<file path="src/rtl/core/line_keyword_command_recognizer_macros.svh">
// ----------------------------------------------------------------------------
// Line keyword command recognizer - assertion macros
// Shared concurrent assertion forms, clocked on clk and held off in reset.
// ----------------------------------------------------------------------------
`ifndef LINE_KEYWORD_COMMAND_RECOGNIZER_MACROS_SVH
`define LINE_KEYWORD_COMMAND_RECOGNIZER_MACROS_SVH

// Same-cycle implication
`define LKCR_ASSERT_IMP(label, ante, cons, msg) \
  label: assert property (@(posedge clk) disable iff (!rst_n) (ante) |-> (cons)) \
    else $error(msg);

// Next-cycle implication
`define LKCR_ASSERT_NEXT(label, ante, cons, msg) \
  label: assert property (@(posedge clk) disable iff (!rst_n) (ante) |=> (cons)) \
    else $error(msg);

`endif

</file>
<file path="src/rtl/core/lkcr_pkg.sv">
// ----------------------------------------------------------------------------
// lkcr_pkg
// Types, codes and constants of the line keyword command recognizer.
// ----------------------------------------------------------------------------
package lkcr_pkg;

  // Line buffer size including the terminator slot
  localparam int LINE_BYTES_DEF = 24;
  // Width of the reported line length
  localparam int OUT_LEN_W = 5;
  // Longest keyword; only this many leading characters are ever compared
  localparam int KW_LEN = 6;
  localparam int KW_IDX_W = $clog2(KW_LEN);
  localparam int STOP_LEN = 4;
  // Depth of the queue between front and back
  localparam int Q_DEPTH = 2;

  // Commands
  localparam logic [1:0] CMD_BYTE      = 2'd0;
  localparam logic [1:0] CMD_RD_STATUS = 2'd1;
  localparam logic [1:0] CMD_RD_STOP   = 2'd2;

  // Match codes
  localparam logic [1:0] KW_NONE   = 2'd0;
  localparam logic [1:0] KW_STATUS = 2'd1;
  localparam logic [1:0] KW_STOP   = 2'd2;

  // Characters
  localparam logic [7:0] CH_CR    = 8'h0D;
  localparam logic [7:0] CH_LF    = 8'h0A;
  localparam logic [7:0] CH_LO_A  = 8'h61;
  localparam logic [7:0] CH_LO_Z  = 8'h7A;
  localparam logic [7:0] CH_UP_A  = 8'h41;
  localparam logic [7:0] CH_UP_Z  = 8'h5A;
  localparam logic [7:0] CH_0     = 8'h30;
  localparam logic [7:0] CH_9     = 8'h39;
  localparam logic [7:0] CH_USCORE = 8'h5F;
  localparam logic [7:0] CASE_OFS = 8'h20;

  localparam logic [7:0] KW_STATUS_CHARS [KW_LEN] =
    '{8'h53, 8'h54, 8'h41, 8'h54, 8'h55, 8'h53};   // S T A T U S
  localparam logic [7:0] KW_STOP_CHARS [STOP_LEN] =
    '{8'h53, 8'h54, 8'h4F, 8'h50};                 // S T O P

  typedef struct packed {
    logic [1:0] cmd;
    logic [7:0] rx_byte;
  } in_item_t;

  typedef struct packed {
    logic       was_pending;
    logic       status_pending;
    logic       stop_pending;
    logic [1:0] matched_keyword;
    logic [4:0] line_length;
  } out_item_t;

  // Classified item kinds
  typedef enum logic [2:0] {
    KIND_CHAR,
    KIND_LINE_END,
    KIND_ABORT,
    KIND_RD_STATUS,
    KIND_RD_STOP,
    KIND_NOP
  } kind_t;

  typedef struct packed {
    kind_t      kind;
    logic [7:0] ch;
  } qent_t;

  typedef struct packed {
    logic  valid;
    qent_t ent;
  } qpush_t;

  typedef struct packed {
    logic full;
    logic empty;
  } qstat_t;

endpackage

</file>
<file path="src/rtl/core/lkcr_front.sv">
// ----------------------------------------------------------------------------
// lkcr_front
// Accepts items, folds case and classifies them for the back end.
// ----------------------------------------------------------------------------
module lkcr_front (
  input  lkcr_pkg::in_item_t in_item,
  input  logic               in_valid,
  input  lkcr_pkg::qstat_t   q_stat,
  output logic               in_stall,
  output lkcr_pkg::qpush_t   q_push
);

  logic [7:0] folded;
  logic       is_word;

  // Upper-case fold and character class
  always_comb begin
    folded = in_item.rx_byte;
    if (in_item.rx_byte >= lkcr_pkg::CH_LO_A && in_item.rx_byte <= lkcr_pkg::CH_LO_Z) begin
      folded = in_item.rx_byte - lkcr_pkg::CASE_OFS;
    end
    is_word = (folded >= lkcr_pkg::CH_UP_A && folded <= lkcr_pkg::CH_UP_Z) ||
              (folded >= lkcr_pkg::CH_0 && folded <= lkcr_pkg::CH_9) ||
              (folded == lkcr_pkg::CH_USCORE);
  end

  // Item kind
  always_comb begin
    q_push.ent.ch = folded;
    unique case (in_item.cmd)
      lkcr_pkg::CMD_BYTE: begin
        if (in_item.rx_byte == lkcr_pkg::CH_CR || in_item.rx_byte == lkcr_pkg::CH_LF) begin
          q_push.ent.kind = lkcr_pkg::KIND_LINE_END;
        end else if (is_word) begin
          q_push.ent.kind = lkcr_pkg::KIND_CHAR;
        end else begin
          q_push.ent.kind = lkcr_pkg::KIND_ABORT;
        end
      end
      lkcr_pkg::CMD_RD_STATUS: q_push.ent.kind = lkcr_pkg::KIND_RD_STATUS;
      lkcr_pkg::CMD_RD_STOP:   q_push.ent.kind = lkcr_pkg::KIND_RD_STOP;
      default:                 q_push.ent.kind = lkcr_pkg::KIND_NOP;
    endcase
  end

  assign in_stall     = q_stat.full;
  assign q_push.valid = in_valid && !q_stat.full;

endmodule

</file>
<file path="src/rtl/core/lkcr_queue.sv">
// ----------------------------------------------------------------------------
// lkcr_queue
// Short FIFO of classified items between front and back.
// ----------------------------------------------------------------------------
module lkcr_queue (
  input  logic              clk,
  input  logic              rst_n,
  input  lkcr_pkg::qpush_t  q_push,
  input  logic              q_pop,
  output lkcr_pkg::qent_t   q_head,
  output lkcr_pkg::qstat_t  q_stat
);

  localparam int PTR_W = (lkcr_pkg::Q_DEPTH > 1) ? $clog2(lkcr_pkg::Q_DEPTH) : 1;
  localparam int CNT_W = $clog2(lkcr_pkg::Q_DEPTH + 1);
  localparam logic [PTR_W-1:0] LAST_PTR = PTR_W'(lkcr_pkg::Q_DEPTH - 1);
  localparam logic [CNT_W-1:0] FULL_CNT = CNT_W'(lkcr_pkg::Q_DEPTH);

  lkcr_pkg::qent_t  slot_r [lkcr_pkg::Q_DEPTH];
  logic [PTR_W-1:0] wr_ptr_r, wr_ptr_nxt;
  logic [PTR_W-1:0] rd_ptr_r, rd_ptr_nxt;
  logic [CNT_W-1:0] cnt_r, cnt_nxt;
  logic             do_push, do_pop;

  assign do_push = q_push.valid && (cnt_r != FULL_CNT);
  assign do_pop  = q_pop && (cnt_r != '0);

  // Pointer and count update
  always_comb begin
    wr_ptr_nxt = wr_ptr_r;
    rd_ptr_nxt = rd_ptr_r;
    cnt_nxt    = cnt_r;
    if (do_push) begin
      wr_ptr_nxt = (wr_ptr_r == LAST_PTR) ? '0 : wr_ptr_r + 1'b1;
    end
    if (do_pop) begin
      rd_ptr_nxt = (rd_ptr_r == LAST_PTR) ? '0 : rd_ptr_r + 1'b1;
    end
    if (do_push && !do_pop) begin
      cnt_nxt = cnt_r + 1'b1;
    end else if (do_pop && !do_push) begin
      cnt_nxt = cnt_r - 1'b1;
    end
  end

  always_ff @(posedge clk) begin
    if (!rst_n) begin
      wr_ptr_r <= '0;
      rd_ptr_r <= '0;
      cnt_r    <= '0;
    end else begin
      wr_ptr_r <= wr_ptr_nxt;
      rd_ptr_r <= rd_ptr_nxt;
      cnt_r    <= cnt_nxt;
    end
  end

  // Storage slots
  always_ff @(posedge clk) begin
    if (do_push) begin
      slot_r[wr_ptr_r] <= q_push.ent;
    end
  end

  assign q_head       = slot_r[rd_ptr_r];
  assign q_stat.full  = (cnt_r == FULL_CNT);
  assign q_stat.empty = (cnt_r == '0);

endmodule

</file>
<file path="src/rtl/core/lkcr_back.sv">
// ----------------------------------------------------------------------------
// lkcr_back
// Carries out queued items: line gathering, keyword match, flags, result.
// ----------------------------------------------------------------------------
module lkcr_back #(
  parameter int LINE_BYTES = lkcr_pkg::LINE_BYTES_DEF
) (
  input  logic                clk,
  input  logic                rst_n,
  input  lkcr_pkg::qent_t     q_head,
  input  lkcr_pkg::qstat_t    q_stat,
  output logic                q_pop,
  input  logic                out_stall,
  output logic                out_valid,
  output lkcr_pkg::out_item_t out_item
);

  localparam int CNT_W = $clog2(LINE_BYTES);
  localparam logic [CNT_W-1:0] LINE_MAX = CNT_W'(LINE_BYTES - 1);
  localparam logic [CNT_W-1:0] KW_LEN_C = CNT_W'(lkcr_pkg::KW_LEN);
  localparam logic [CNT_W-1:0] STOP_LEN_C = CNT_W'(lkcr_pkg::STOP_LEN);

  logic [CNT_W-1:0]   cnt_r, cnt_nxt;
  logic               status_r, status_nxt;
  logic               stop_r, stop_nxt;
  logic               out_valid_r, out_valid_nxt;
  lkcr_pkg::out_item_t out_item_r, out_item_nxt;
  logic [7:0]         store_r [lkcr_pkg::KW_LEN];
  logic               store_we;
  logic               was;
  logic [1:0]         matched;
  logic               eq_status, eq_stop;

  // Fire when an item waits and the output register is free or draining
  assign q_pop = !q_stat.empty && (!out_valid_r || !out_stall);

  // Keyword compare over the leading characters
  always_comb begin
    eq_status = (cnt_r == KW_LEN_C);
    for (int i = 0; i < lkcr_pkg::KW_LEN; i++) begin
      if (store_r[i] != lkcr_pkg::KW_STATUS_CHARS[i]) eq_status = 1'b0;
    end
    eq_stop = (cnt_r == STOP_LEN_C);
    for (int i = 0; i < lkcr_pkg::STOP_LEN; i++) begin
      if (store_r[i] != lkcr_pkg::KW_STOP_CHARS[i]) eq_stop = 1'b0;
    end
  end

  // Item execution
  always_comb begin
    cnt_nxt    = cnt_r;
    status_nxt = status_r;
    stop_nxt   = stop_r;
    store_we   = 1'b0;
    was        = 1'b0;
    matched    = lkcr_pkg::KW_NONE;
    unique case (q_head.kind)
      lkcr_pkg::KIND_CHAR: begin
        if (cnt_r < LINE_MAX) begin
          store_we = (cnt_r < KW_LEN_C);
          cnt_nxt  = cnt_r + 1'b1;
        end else begin
          cnt_nxt = '0;
        end
      end
      lkcr_pkg::KIND_LINE_END: begin
        if (cnt_r != '0) begin
          if (eq_status) begin
            status_nxt = 1'b1;
            matched    = lkcr_pkg::KW_STATUS;
          end else if (eq_stop) begin
            stop_nxt = 1'b1;
            matched  = lkcr_pkg::KW_STOP;
          end
          cnt_nxt = '0;
        end
      end
      lkcr_pkg::KIND_ABORT: cnt_nxt = '0;
      lkcr_pkg::KIND_RD_STATUS: begin
        was        = status_r;
        status_nxt = 1'b0;
      end
      lkcr_pkg::KIND_RD_STOP: begin
        was      = stop_r;
        stop_nxt = 1'b0;
      end
      default: ;
    endcase
  end

  // Result register
  always_comb begin
    out_valid_nxt = out_valid_r;
    out_item_nxt  = out_item_r;
    if (q_pop) begin
      out_valid_nxt                = 1'b1;
      out_item_nxt.was_pending     = was;
      out_item_nxt.status_pending  = status_nxt;
      out_item_nxt.stop_pending    = stop_nxt;
      out_item_nxt.matched_keyword = matched;
      out_item_nxt.line_length     = lkcr_pkg::OUT_LEN_W'(cnt_nxt);
    end else if (!out_stall) begin
      out_valid_nxt = 1'b0;
    end
  end

  always_ff @(posedge clk) begin
    if (!rst_n) begin
      cnt_r       <= '0;
      status_r    <= 1'b0;
      stop_r      <= 1'b0;
      out_valid_r <= 1'b0;
    end else if (q_pop) begin
      cnt_r       <= cnt_nxt;
      status_r    <= status_nxt;
      stop_r      <= stop_nxt;
      out_valid_r <= out_valid_nxt;
    end else begin
      out_valid_r <= out_valid_nxt;
    end
  end

  // Payload registers
  always_ff @(posedge clk) begin
    out_item_r <= out_item_nxt;
    if (q_pop && store_we) begin
      store_r[cnt_r[lkcr_pkg::KW_IDX_W-1:0]] <= q_head.ch;
    end
  end

  assign out_valid = out_valid_r;
  assign out_item  = out_item_r;

endmodule

</file>
<file path="src/rtl/core/line_keyword_command_recognizer.sv">
// ----------------------------------------------------------------------------
// line_keyword_command_recognizer
// Gathers received bytes into text lines and flags STATUS / STOP commands.
// ----------------------------------------------------------------------------
// Channel  | Ports                          | Moves
// ---------+--------------------------------+-------------------------------
// input    | in_valid, in_stall, in_item    | byte or read-and-clear item
// output   | out_valid, out_stall, out_item | one result per input item
//
// One item per cycle sustained while out_stall is low. An accepted item
// passes through a queue slot, then execution into the result register,
// where out_valid rises and the result can be taken.
// The back end retires at most one item per cycle from the two-entry queue.
// Synchronous active-low reset clears line count, flags, queue and out_valid.
// in_stall rises only when the queue is full; out_stall holds the result.
// ----------------------------------------------------------------------------
`include "line_keyword_command_recognizer_macros.svh"

module line_keyword_command_recognizer #(
  parameter int LINE_BYTES = lkcr_pkg::LINE_BYTES_DEF
) (
  input  logic                clk,
  input  logic                rst_n,
  input  logic                in_valid,
  output logic                in_stall,
  input  lkcr_pkg::in_item_t  in_item,
  output logic                out_valid,
  input  logic                out_stall,
  output lkcr_pkg::out_item_t out_item
);

  lkcr_pkg::qpush_t q_push;
  lkcr_pkg::qstat_t q_stat;
  lkcr_pkg::qent_t  q_head;
  logic             q_pop;
  logic             res_match;
  logic             res_status;
  logic             res_read;

  // Classifier
  lkcr_front u_front (
    .in_item  (in_item),
    .in_valid (in_valid),
    .q_stat   (q_stat),
    .in_stall (in_stall),
    .q_push   (q_push)
  );

  // Decoupling queue
  lkcr_queue u_queue (
    .clk    (clk),
    .rst_n  (rst_n),
    .q_push (q_push),
    .q_pop  (q_pop),
    .q_head (q_head),
    .q_stat (q_stat)
  );

  // Executor and result register
  lkcr_back #(
    .LINE_BYTES (LINE_BYTES)
  ) u_back (
    .clk       (clk),
    .rst_n     (rst_n),
    .q_head    (q_head),
    .q_stat    (q_stat),
    .q_pop     (q_pop),
    .out_stall (out_stall),
    .out_valid (out_valid),
    .out_item  (out_item)
  );

  // Result classes seen by the checks
  assign res_match  = out_valid && (out_item.matched_keyword != lkcr_pkg::KW_NONE);
  assign res_status = out_valid && (out_item.matched_keyword == lkcr_pkg::KW_STATUS);
  assign res_read   = out_valid && out_item.was_pending;

  // Checks
  `LKCR_ASSERT_IMP(a_match_clears_line, res_match, out_item.line_length == '0, "line open on match")
  `LKCR_ASSERT_IMP(a_status_match_sets_flag, res_status, out_item.status_pending, "no status flag")
  `LKCR_ASSERT_IMP(a_read_has_no_match, res_read, !res_match, "read reported a match")
  `LKCR_ASSERT_NEXT(a_queue_drains, !q_stat.empty && !out_stall, out_valid, "queued item stuck")

endmodule
</file>
<file path="config.mk">
export PLATFORM = sky130hd
export DESIGN_NAME = line_keyword_command_recognizer
export DESIGN_NICKNAME = d
export VERILOG_FILES = /design/src/rtl/core/lkcr_pkg.sv /design/src/rtl/core/lkcr_front.sv /design/src/rtl/core/lkcr_queue.sv /design/src/rtl/core/lkcr_back.sv /design/src/rtl/core/line_keyword_command_recognizer.sv
export VERILOG_INCLUDE_DIRS = /design/src /design/src/rtl/core
export SDC_FILE = /design/constraint.sdc
export NUM_CORES = 1
export LEC_CHECK = 0
export BUFFER_PORTS_ARGS = -buffer_cell sky130_fd_sc_hd__buf_2
export CORE_UTILIZATION = 30
export CTS_CLUSTER_DIAMETER = 120
export DETAILED_ROUTE_END_ITERATION = 12
export HOLD_SLACK_MARGIN = 0.08
export MAX_ROUTING_LAYER = met4
export PLACE_DENSITY = 0.42
export SYNTH_ARGS = -nofsm -noshare
export SYNTH_HDL_FRONTEND = slang
export SYNTH_HIERARCHICAL = 1
export SYNTH_SLANG_ARGS = --single-unit
export TNS_END_PERCENT = 1
</file>
<file path="constraint.sdc">
create_clock -name clk -period 6.75 [get_ports clk]
set_input_delay 0.3375 -clock clk [delete_from_list [all_inputs] [get_ports clk]]
set_output_delay 0.3375 -clock clk [all_outputs]
set_load 0.05 [all_outputs]
</file>
==> results of run 1 <==
==> critical path: stages (launching register included) <==
cell,delay [ps]
dfxtp_1,640
mux2_2,470
nor3_1,510
nand4_1,300
nor3_1,890
==> registers in the layout, indices dropped and copies added, names as in the netlist, named ones only <==
name and flops:
u_back/cnt_r 5, u_queue/slot_r 22, u_back/store_r 48, u_queue/rd_ptr_r 1, u_queue/cnt_r 2, u_back/out_item 10, u_back/status_r 1, u_queue/wr_ptr_r 1
u_back/out_valid 1, u_back/stop_r 1
==> per-layer routing <==
metal / part of all wire, % / global-route usage, %
met5: 0 / -
met4: 0.93 / 3.04
met3: 2.9 / 3.11
met2: 47 / 18.8
met1: 50 / 16.6
==> final cells by class <==
class / count / share of cell area, %
Multi-Input combinational cell: 159 / 25.7
Sequential cell: 93 / 59.2
Inverter: 13 / 1.08
Clock buffer: 9 / 5.01
Clock inverter: 7 / 1.45
Tap cell: 172 / 4.78
Timing Repair Buffer: 25 / 2.78
==> report_power, final <==
part | leakage, nW | internal, mW | switching (mW)
Sequential | 0.841 | 0.744 | 0.0400
Combinational | 0.493 | 0.130 | 0.304
Clock | 0.140 | 0.259 | 0.226
==> logic make-up (layout without fill, tap and decap cells) <==
family	after synthesis	after routing	share of synthesized area [%]
buffers and inverters	25	54	3.26
muxes	12	12	3.42
adders and majority gates	5	5	1.58
AOI/OAI and AO/OA	51	51	9.32
and+or+nand+nor	88	88	14.3
DFF	93	93	67.4
xor gates and xnor gates	3	3	0.666
==> worst min path at each step <==
stage,from,to
2_1_floorplan,rst_n,u_queue/wr_ptr_r
3_3_place_gp,u_back/out_valid,u_back/out_valid
3_5_place_dp,u_back/out_valid,u_back/out_valid
4_1_cts,in_item[9],u_queue/slot_r[0][10]
5_1_grt,in_item[9],u_queue/slot_r[0][10]
6_report,in_item[9],u_queue/slot_r[0][10]
==> placed cells by master (no fill, tap or decap), types with 2 or more instances in the layout <==
master / Yosys / layout
nand2b_1: 4 / 4
nand4b_1: 3 / 3
a21oi_1: 4 / 4
a21o_2: 2 / 2
a21o_1: 2 / 2
xnor2_1: 2 / 2
inv_1: 11 / 11
o21a_1: 2 / 2
nand4_1: 6 / 6
mux2_2: 12 / 12
dfxtp_1: 13 / 13
and2_1: 4 / 4
o211ai_1: 2 / 2
inv_6: 0 / 2
o21ai_0: 11 / 11
ha_1: 5 / 5
nor2_1: 11 / 11
a31oi_1: 3 / 3
clkinv_4: 0 / 2
nand2_1: 16 / 16
a211oi_1: 2 / 2
nor4b_1: 2 / 2
inv_8: 0 / 2
nor2b_1: 3 / 3
nand3b_1: 2 / 2
nand3_1: 6 / 6
a21boi_0: 3 / 3
and4bb_2: 2 / 2
or2b_2: 2 / 2
nor3_1: 5 / 5
clkbuf_16: 0 / 9
a221oi_1: 2 / 2
a31o_2: 2 / 2
buf_2: 1 / 25
and3_1: 3 / 3
nor3b_1: 4 / 4
o21ai_1: 2 / 2
edfxtp_1: 80 / 80
==> stage by stage <==
step                      hold WS (ps)  cell area [um^2]  instances  setup WS, ps
final                              252              4500        478          3550
after detailed placement           474              4210        462          3530
after global placement             465              4210        462          3670
after floorplan                    455              3950        277          4250
after global routing               247              4500        478          3180
after CTS                          243              4500        478          3500
==> impl_summary.txt, run 1 <==
----------------------------------------------------
[Synth]
  EDFF count, synth ... 80
  Top-count cell post-synth ... edfxtp_1
  Dominant cells by area after synthesis ... edfxtp_1 61%, dfxtp_1 6.6%, mux2_2 3.4%
  Most frequent cells after synthesis ... 80 x edfxtp_1, 16 x nand2_1, 13 x dfxtp_1
  Post-synthesis area per instance ... roughly 14 um^2
  Asr flop ratio synth ... 0%
  Largest area contributor in the netlist ... edfxtp_1
  Count of unique library cells instantiated by Yosys ... 69
  Synthesized Nets ... around 300
  Mapped Cells ... around 280
  Area share of the largest cell type after synthesis ... around three fifths
  Most used flip-flop cell after synthesis ... edfxtp_1
  Seq/Total Area, Yosys ... between 60 and 70%
  Netlist area before placement ... between 3000 and 4000 um^2
  Number of flip-flops and latches in the synthesized netlist ... between 90 and 100
  Number of warnings printed during yosys synthesis ... 6

[Setup path]
  Path depth of the worst reg2reg path ... 4
  CP required ... ~6700 ps
  Worst setup path endpoint ... u_back/store_r[1][5]
  Category of the worst setup path launch point ... register
  Crit-path max FO ... 11
  Worst R2R End ... u_back/store_r[1][5]
  Type of element capturing the critical path ... register
  Minimum setup slack among reg-to-reg paths ... 3550 ps
  Worst Setup Path Type ... reg -> reg
  Worst endpoint data arrival time ... 3150 ps

[STA]
  Pins Over Slew Limit ... 0
  Setup repair after global routing missed its margin ... no
  Count of final setup violators ... 0
  FMAX ... 313 MHz
  Time the final worst path needs with I/O delays and setup ... 3200 ps
  Final critical-path share of the clock period ... 47.4%
  Sum Neg Setup Slack ... 0 ps
  Final hold violation count ... 0
  Worst-Margin Slew ... 1070 ps
  Skew final ... 7.93 ps
  Remaining max-slew budget at the tightest pin ... around 28%

[Place]
  Last weighted congestion value of the routability-driven placer ... ~0.79
  Port Buffer Count ... 25
  HPWL after detailed placement ... between 5000 and 6000 um

[Clock network]
  CTS tree ... built
  Post-CTS Setup Bufs ... 0
  Clock Tree Buf Depth ... 2
  CTS Hold Bufs ... 0
  CTS Sinks ... 93
  H-tree level count ... 3
  Post-CTS resize count ... 0
  Clk root buf ... clkbuf_16
  Clock Pin Slew Worst Setup and Hold Paths ... 70 ps
  Skew-Pair Late Insertion Delay ... 330 ps
  CTS Buf Count ... 9

[Layout]
  Core occupancy in the finished layout ... 35.4%
  Post-layout net count ... 320
  Number of inserted filler cells in the final layout ... roughly 1,300
  Sequential cell area in the final layout ... roughly 2700 um^2
  Antenna cells ... 0
  Synth-to-Final Area Change ... 13.9%
  Share of layout cells above drive strength 1 ... 23.9%
  Multi-input logic area ... 1160 um^2

[Global route]
  Via count of the first global-routing pass ... around 2,200
  Global-route congestion overflow total ... 0
  Wire length of the first global-routing pass ... approximately 12,000 um
  Antenna violations before repair ... 0
  Pin count of the biggest net entering global routing ... 20
  Combined global-route utilization of all metal layers ... about an eighth

[Flow run]
  Max-cap violation count ... 0

[Drt]
  Via density per instance ... around 4.8
  Total via count in the routed design ... between 2,000 and 2,500
  Routed length per instance ... roughly 16 um
  Overall routed net length ... 7570 um
  Post-route DRC ... 0
  Number of DRC markers after the initial detailed-route iteration ... between 100 and 150
  Final antenna-violating net count ... 0
  Length of the first detailed-routing pass in iterations ... 4

[Power]
  Total chip power ... 1.70 mW
  Power per cell area ... about 380 nW/um^2
  Max IR drop VDD ... 0.000173 V
  Total leakage power ... 1.47 nW

[Floorplan]
  Die Ht ... around 120 um
  Number of rows created at floorplan ... roughly 40
  Die Outline Area ... approximately 14,000 um^2
  Horiz. Die Dim ... roughly 120 um
  Core region area ... 12,700 um^2
  Top Ports ... 26
  Initial standard-cell utilization of the core ... between 30% and 40%

[Run status]
  Status ... completed

[Hold path]
  Class of the tightest hold or removal check ... in -> reg
  Number of stages on the worst hold path ... 1

----------------------------------------------------
(Power assumes the default switching activity.)
==> inputs of run 2 (changes only) <==
- clock period: 6.75 -> 2.96 ns (I/O delays scaled with it)
==> run 2 against run 1 <==
Via count is 0.18% higher. Global-route usage about the same. Sequential power increased by 130%. Sequential cell count unchanged. Critical endpoint is now u_back/store_r[1][3]. Fmax rose by 41%. Power is 140% higher. Clock skew about the same. Cell count is 2.5% higher. Count of clock-buffer cells in the layout is 5 higher.
==> impl_summary.txt, run 2 (synthesized netlist as in run 1, its figures left out) <==
----------------------------------------------------
[Floorplan]
  Initial standard-cell utilization of the core ... 31.0% (unchanged)
  Die Ht ... 117 um (unchanged)
  Die Outline Area ... 13,600 um^2 (unchanged)
  Number of rows created at floorplan ... 41 (unchanged)
  Top Ports ... 26 (unchanged)
  Core region area ... 12,700 um^2 (unchanged)
  Horiz. Die Dim ... 117 um (unchanged)

[Layout]
  Final standard cell area without fillers ... 4620 um^2 (+2.7%)
  Number of flip-flops under the largest register name ... 48 (unchanged)
  Commonest non-fill, non-tap cells in the layout ... 80 x edfxtp_1, 25 x buf_2, 16 x nand2_1
  Antenna cells ... 0 (unchanged)
  Share of layout cells above drive strength 1 ... 24.5% (+0.67 points)
  Most common library cell in the layout ignoring fill and taps ... edfxtp_1
  Core occupancy in the finished layout ... 36.3% (+0.95 points)
  Number of inserted filler cells in the final layout ... 1,278 (+0.63%)
  Synth-to-Final Area Change ... 17.0%
  Post-layout net count ... 332 (+3.8%)

[Place]
  Last weighted congestion value of the routability-driven placer ... 0.776 (-1.7%)
  HPWL after detailed placement ... 5170 um (+0.53%)
  Port Buffer Count ... 25 (unchanged)
  Minimum setup slack after placement ... 680 ps (-2850 ps)
  Placed standard-cell area ... 4280 um^2 (+1.6%)

[Power]
  Total leakage power ... 1.55 nW (+4.8%)
  Max IR drop VDD ... 0.000462 V (+170%)
  Power per cell area ... 869 nW/um^2 (+130%)

[Global route]
  Wire length of the first global-routing pass ... 11,700 um (-2.0%)
  Combined global-route utilization of all metal layers ... 12.4% (about the same)
  Pin count of the biggest net entering global routing ... 19 (-5.0%)
  Via count of the first global-routing pass ... 2,176 (+0.88%)
  Antenna violations before repair ... 0 (unchanged)
  Global-route congestion overflow total ... 0 (unchanged)

[Clock network]
  Clock Pin Slew Worst Setup and Hold Paths ... 60 ps (about the same)
  H-tree level count ... 3 (unchanged)
  CTS Sinks ... 93 (unchanged)
  Post-CTS Setup Bufs ... 0 (unchanged)
  Clk root buf ... clkbuf_16
  CTS Buf Count ... 9 (unchanged)
  Post-CTS resize count ... 0 (unchanged)
  Clock Tree Buf Depth ... 2 (unchanged)
  Skew-Pair Late Insertion Delay ... 340 ps (about the same)
  CTS tree ... built

[STA]
  Least setup slack across all paths after layout ... 691 ps (-2860 ps)
  FMAX ... 441 MHz (+41%)
  Worst-Margin Slew ... 561 ps (-512 ps)
  Pins Over Slew Limit ... 0 (unchanged)
  Final hold violation count ... 0 (unchanged)
  Sum Neg Setup Slack ... 0 ps (unchanged)
  Final critical-path share of the clock period ... 76.6% (+29 points)
  Skew final ... 7.49 ps (-0.433 ps)
  Setup repair after global routing missed its margin ... no
  Count of final setup violators ... 0 (unchanged)
  Remaining max-slew budget at the tightest pin ... 62.6% (+35 points)
  Time the final worst path needs with I/O delays and setup ... 2270 ps (-928 ps)

[Flow run]
  Max-cap violation count ... 0 (unchanged)

[Drt]
  Number of DRC markers after the initial detailed-route iteration ... 132 (-7.0%)
  Final antenna-violating net count ... 0 (unchanged)
  Routed length per instance ... 15.2 um (-3.9%)
  Length of the first detailed-routing pass in iterations ... 5 (+1)
  Post-route DRC ... 0 (unchanged)
  Via density per instance ... 4.64 (-2.3%)
  Total via count in the routed design ... 2,276 (+0.18%)
  Overall routed net length ... 7460 um (-1.5%)

[Hold path]
  Worst hold path startpoint ... in_item[3]
  Class of the tightest hold or removal check ... in -> reg

[Setup path]
  Type of element capturing the critical path ... register
  Worst endpoint data arrival time ... 2310 ps (-840 ps)
  Worst Setup Path Type ... reg -> reg
  Worst path most repeated cell ... nor3_1
  Category of the worst setup path launch point ... register
  Slowest cell on the critical path ... nor3_1
  Crit-path max FO ... 8 (-3)
  Critical path buffers and inverters ... 1 (+1)
  Slowest stage delay, CP ... 480 ps (-410 ps)
  CP top delay family ... simple AND/OR/NAND/NOR gates
  CP required ... 3000 ps (-3700 ps)
  Critical-path cell list ... mux2_2, nor3_1, nand4_1, nor3_1, buf_4

[Run status]
  Status ... completed

----------------------------------------------------
-- run 2: layout make-up --
type                       count  area [um^2]  area share, %
multi-input combinational    159         1160           25.0
clock inverter                 2         60.1           1.30
timing repair buffer          37          223           4.82
tap                          172          215           4.66
sequential                    93         2660           57.6
clock buffer                  14          254           5.50
inverter                      13         48.8           1.06
-- run 2: through the flow --
| step | std cells | hold slack (ps) | total power, mW |
|---|---|---|---|
| after global placement | 471 | 395 | 2.86 |
| after CTS | 490 | 82.8 | 4.08 |
| after detailed placement | 471 | 396 | 2.86 |
| after global routing | 490 | 91.9 | 4.22 |
| after floorplan | 277 | 266 | 2.55 |
| final | 490 | 93.2 | 4.02 |
-- run 2: worst paths after layout --
check | end | slack, ps | depth (start not counted)
min reg2reg | u_back/out_valid | 480 | 2
max | u_back/store_r[1][3] | 690 | 5
max reg2reg | u_back/store_r[1][3] | 690 | 5
min | u_queue/slot_r[1][3] | 90 | 1
-- run 2: worst reg2reg max path, stage by stage, from the launching register on --
cell     delay [ps]
dfxtp_1         390
mux2_2          420
nor3_1          480
nand4_1         270
nor3_1          210
buf_4           200
-- run 2: timing repair --
| item | 4_1_cts | 5_1_grt |
|---|---|---|
| hold endpoints to repair | 5 | 0 |
| endpoints found under the setup margin | 0 | 0 |
| hold buffers | 3 | 0 |
-- run 2: layer usage --
metal  GRT usage [%]  vias up  wire length (um)
met3            3.43        7               268
met5               -        -                 0
met4            4.56        0               106
met1            15.6     1088              3640
met2            19.1       46              3440
li1                -     1135                 -
-- run 2: report_power, final --
part | total [mW] | switching [mW] | internal (mW)
clock network | 1.21 | 0.448 | 0.764
registers | 1.77 | 0.0740 | 1.69
logic | 1.04 | 0.708 | 0.328
total | 4.02 | 1.23 | 2.79
==> inputs of run 3 (changes only) <==
- PLACE_DENSITY: 0.42 -> 0.44
- clock period: 2.96 -> 2 ns (I/O delays scaled with it)
==> run 3 against run 2 <==
Hold slack gained 18 ps. Largest cell class unchanged. Largest power group unchanged. Via count grew 2.5%. Sequential share of layout area shrank 2.3 points. Register-to-register slack lost 620 ps. Critical endpoint is now u_back/out_item[8]. Non-clock buffer count grew 16. Routed wire length shrank 3.4%.
==> impl_summary.txt, run 3 (synthesized netlist as in run 1, its figures left out) <==
----------------------------------------------------
[Global route]
  Via count of the first global-routing pass ... 2,259 (+3.8%)
  Wire length of the first global-routing pass ... 11,700 um (-0.12%)
  Global-route congestion overflow total ... 0 (unchanged)
  Pin count of the biggest net entering global routing ... 17 (-2)
  Antenna violations before repair ... 0 (unchanged)
  Combined global-route utilization of all metal layers ... 12.1% (-0.26 points)

[Setup path]
  Worst endpoint data arrival time ... 2100 ps (-210 ps)
  Category of the worst setup path launch point ... register
  Crit-path max FO ... 5 (-3)
  CP required ... 2170 ps (-830 ps)
  Worst Setup Path Type ... reg -> reg
  Type of element capturing the critical path ... register

[Flow run]
  Max-cap violation count ... 0 (unchanged)

[Clock network]
  Skew-Pair Late Insertion Delay ... 330 ps (about the same)
  Clock Tree Buf Depth ... 2 (unchanged)
  Post-CTS Setup Bufs ... 0 (unchanged)
  CTS Sinks ... 93 (unchanged)
  Clock Pin Slew Worst Setup and Hold Paths ... 60 ps (about the same)
  CTS Buf Count ... 9 (unchanged)
  Clk root buf ... clkbuf_16
  CTS tree ... built
  H-tree level count ... 3 (unchanged)

[Drt]
  Routed length per instance ... 14.3 um (-6.2%)
  Post-route DRC ... 0 (unchanged)
  Total via count in the routed design ... 2,332 (+2.5%)
  Final antenna-violating net count ... 0 (unchanged)
  Length of the first detailed-routing pass in iterations ... 4 (-1)
  Overall routed net length ... 7200 um (-3.4%)
  Number of DRC markers after the initial detailed-route iteration ... 101 (-23%)
  Via density per instance ... 4.62 (-0.58%)

[Floorplan]
  Initial standard-cell utilization of the core ... 31.0% (unchanged)
  Die Outline Area ... 13,600 um^2 (unchanged)
  Number of rows created at floorplan ... 41 (unchanged)
  Top Ports ... 26 (unchanged)
  Horiz. Die Dim ... 117 um (unchanged)
  Die Ht ... 117 um (unchanged)
  Core region area ... 12,700 um^2 (unchanged)

[STA]
  Remaining max-slew budget at the tightest pin ... 69.7% (+7.1 points)
  FMAX ... 518 MHz (+18%)
  Time the final worst path needs with I/O delays and setup ... 1930 ps (-338 ps)
  Final hold violation count ... 0 (unchanged)
  Count of final setup violators ... 0 (unchanged)
  Hold slack final ... 111 ps (+17.9 ps)
  Worst-Margin Slew ... 451 ps (-110 ps)
  Setup repair after global routing missed its margin ... no
  Final critical-path share of the clock period ... 96.5% (+20 points)
  Pins Over Slew Limit ... 0 (unchanged)
  Skew final ... 4.77 ps (-2.73 ps)
  Sum Neg Setup Slack ... 0 ps (unchanged)

[Layout]
  Post-layout net count ... 348 (+4.8%)
  Antenna cells ... 0 (unchanged)
  Commonest non-fill, non-tap cells in the layout ... 80 x edfxtp_1, 25 x buf_2, 19 x buf_4
  Non-filler instance count after layout ... 505 (+3.1%)
  Share of layout cells above drive strength 1 ... 30.9% (+6.4 points)
  Synth-to-Final Area Change ... 22.0%
  Most common library cell in the layout ignoring fill and taps ... edfxtp_1
  Number of flip-flops under the largest register name ... 48 (unchanged)

[Power]
  Max IR drop VDD ... 0.000372 V (-19%)
  Power per cell area ... 1230 nW/um^2 (+42%)
  Total leakage power ... 1.63 nW (+5.3%)

[Place]
  Port Buffer Count ... 25 (unchanged)
  HPWL after detailed placement ... 5080 um (-1.6%)
  DP Cell Count ... 483 (+2.5%)
  Last weighted congestion value of the routability-driven placer ... 0.729 (-6.1%)

[Hold path]
  Class of the tightest hold or removal check ... in -> reg

[Run status]
  Status ... completed

----------------------------------------------------
==> run 3: layer usage <==
layer  share of wire [%]  up-vias  track usage (%)  routed length (um)
met4                 1.6        0             4.81                 112
li1                    -     1166                -                   -
met3                 2.7        9             2.96                 193
met1                  48     1122             15.5                3480
met5                   0        -                -                   0
met2                  47       35             18.5                3420
==> run 3: what timing repair did <==
action	in CTS	in global routing
pin swaps	0	2
cloned	0	0
hold endpoints to repair	13	0
endpoints found under the setup margin	3	34
gates resized for setup	2	5
hold buffers	7	0
==> run 3: per-stage QoR <==
stage | total power [mW] | util, % | setup WS (ps) | instance area, um^2
2_1_floorplan | 3.82 | - | -137 | 4010
5_1_grt | 6.26 | 37.9 | 0.358 | 4820
4_1_cts | 6.02 | 37.7 | 46.7 | 4800
3_5_place_dp | 4.34 | 34.9 | -40.4 | 4440
3_3_place_gp | 4.34 | 34.9 | 18.7 | 4440
6_report | 5.93 | 37.9 | 69.5 | 4820
==> run 3: report_power, final <==
group / leakage (nW) / internal (mW) / total [mW] / switching [mW]
registers: 0.842 / 2.51 / 2.61 / 0.0983
logic: 0.648 / 0.602 / 1.68 / 1.08
clock network: 0.138 / 0.960 / 1.64 / 0.679
==> run 3: final cells by class <==
cell class / instances / area [um^2]
clock inverter: 6 / 63.8
inverter: 13 / 48.8
multi-input combinational: 159 / 1230
tap: 172 / 215
timing repair buffer: 53 / 369
sequential: 93 / 2670
clock buffer: 9 / 225
fill: 1276 / 7910
==> run 3: worst max-delay path, cell delays in order (launching register included) <==
cell and delay, ps:
dfxtp_4 380, mux2_4 340, nor4b_4 280, nand4b_1 160, or3_4 430, o21ai_0 180
==> run 3: final timing paths <==
path / from / endpoint / slack (ps) / cells after the start
worst min register to register: u_back/out_valid / u_back/out_valid / 480 / 2
worst max-delay path: register / u_back/out_item[8] / 70 / 5
worst min-delay path: in_item[8] / u_queue/slot_r[0][8] / 110 / 3
worst max register to register: register / u_back/out_item[8] / 70 / 5
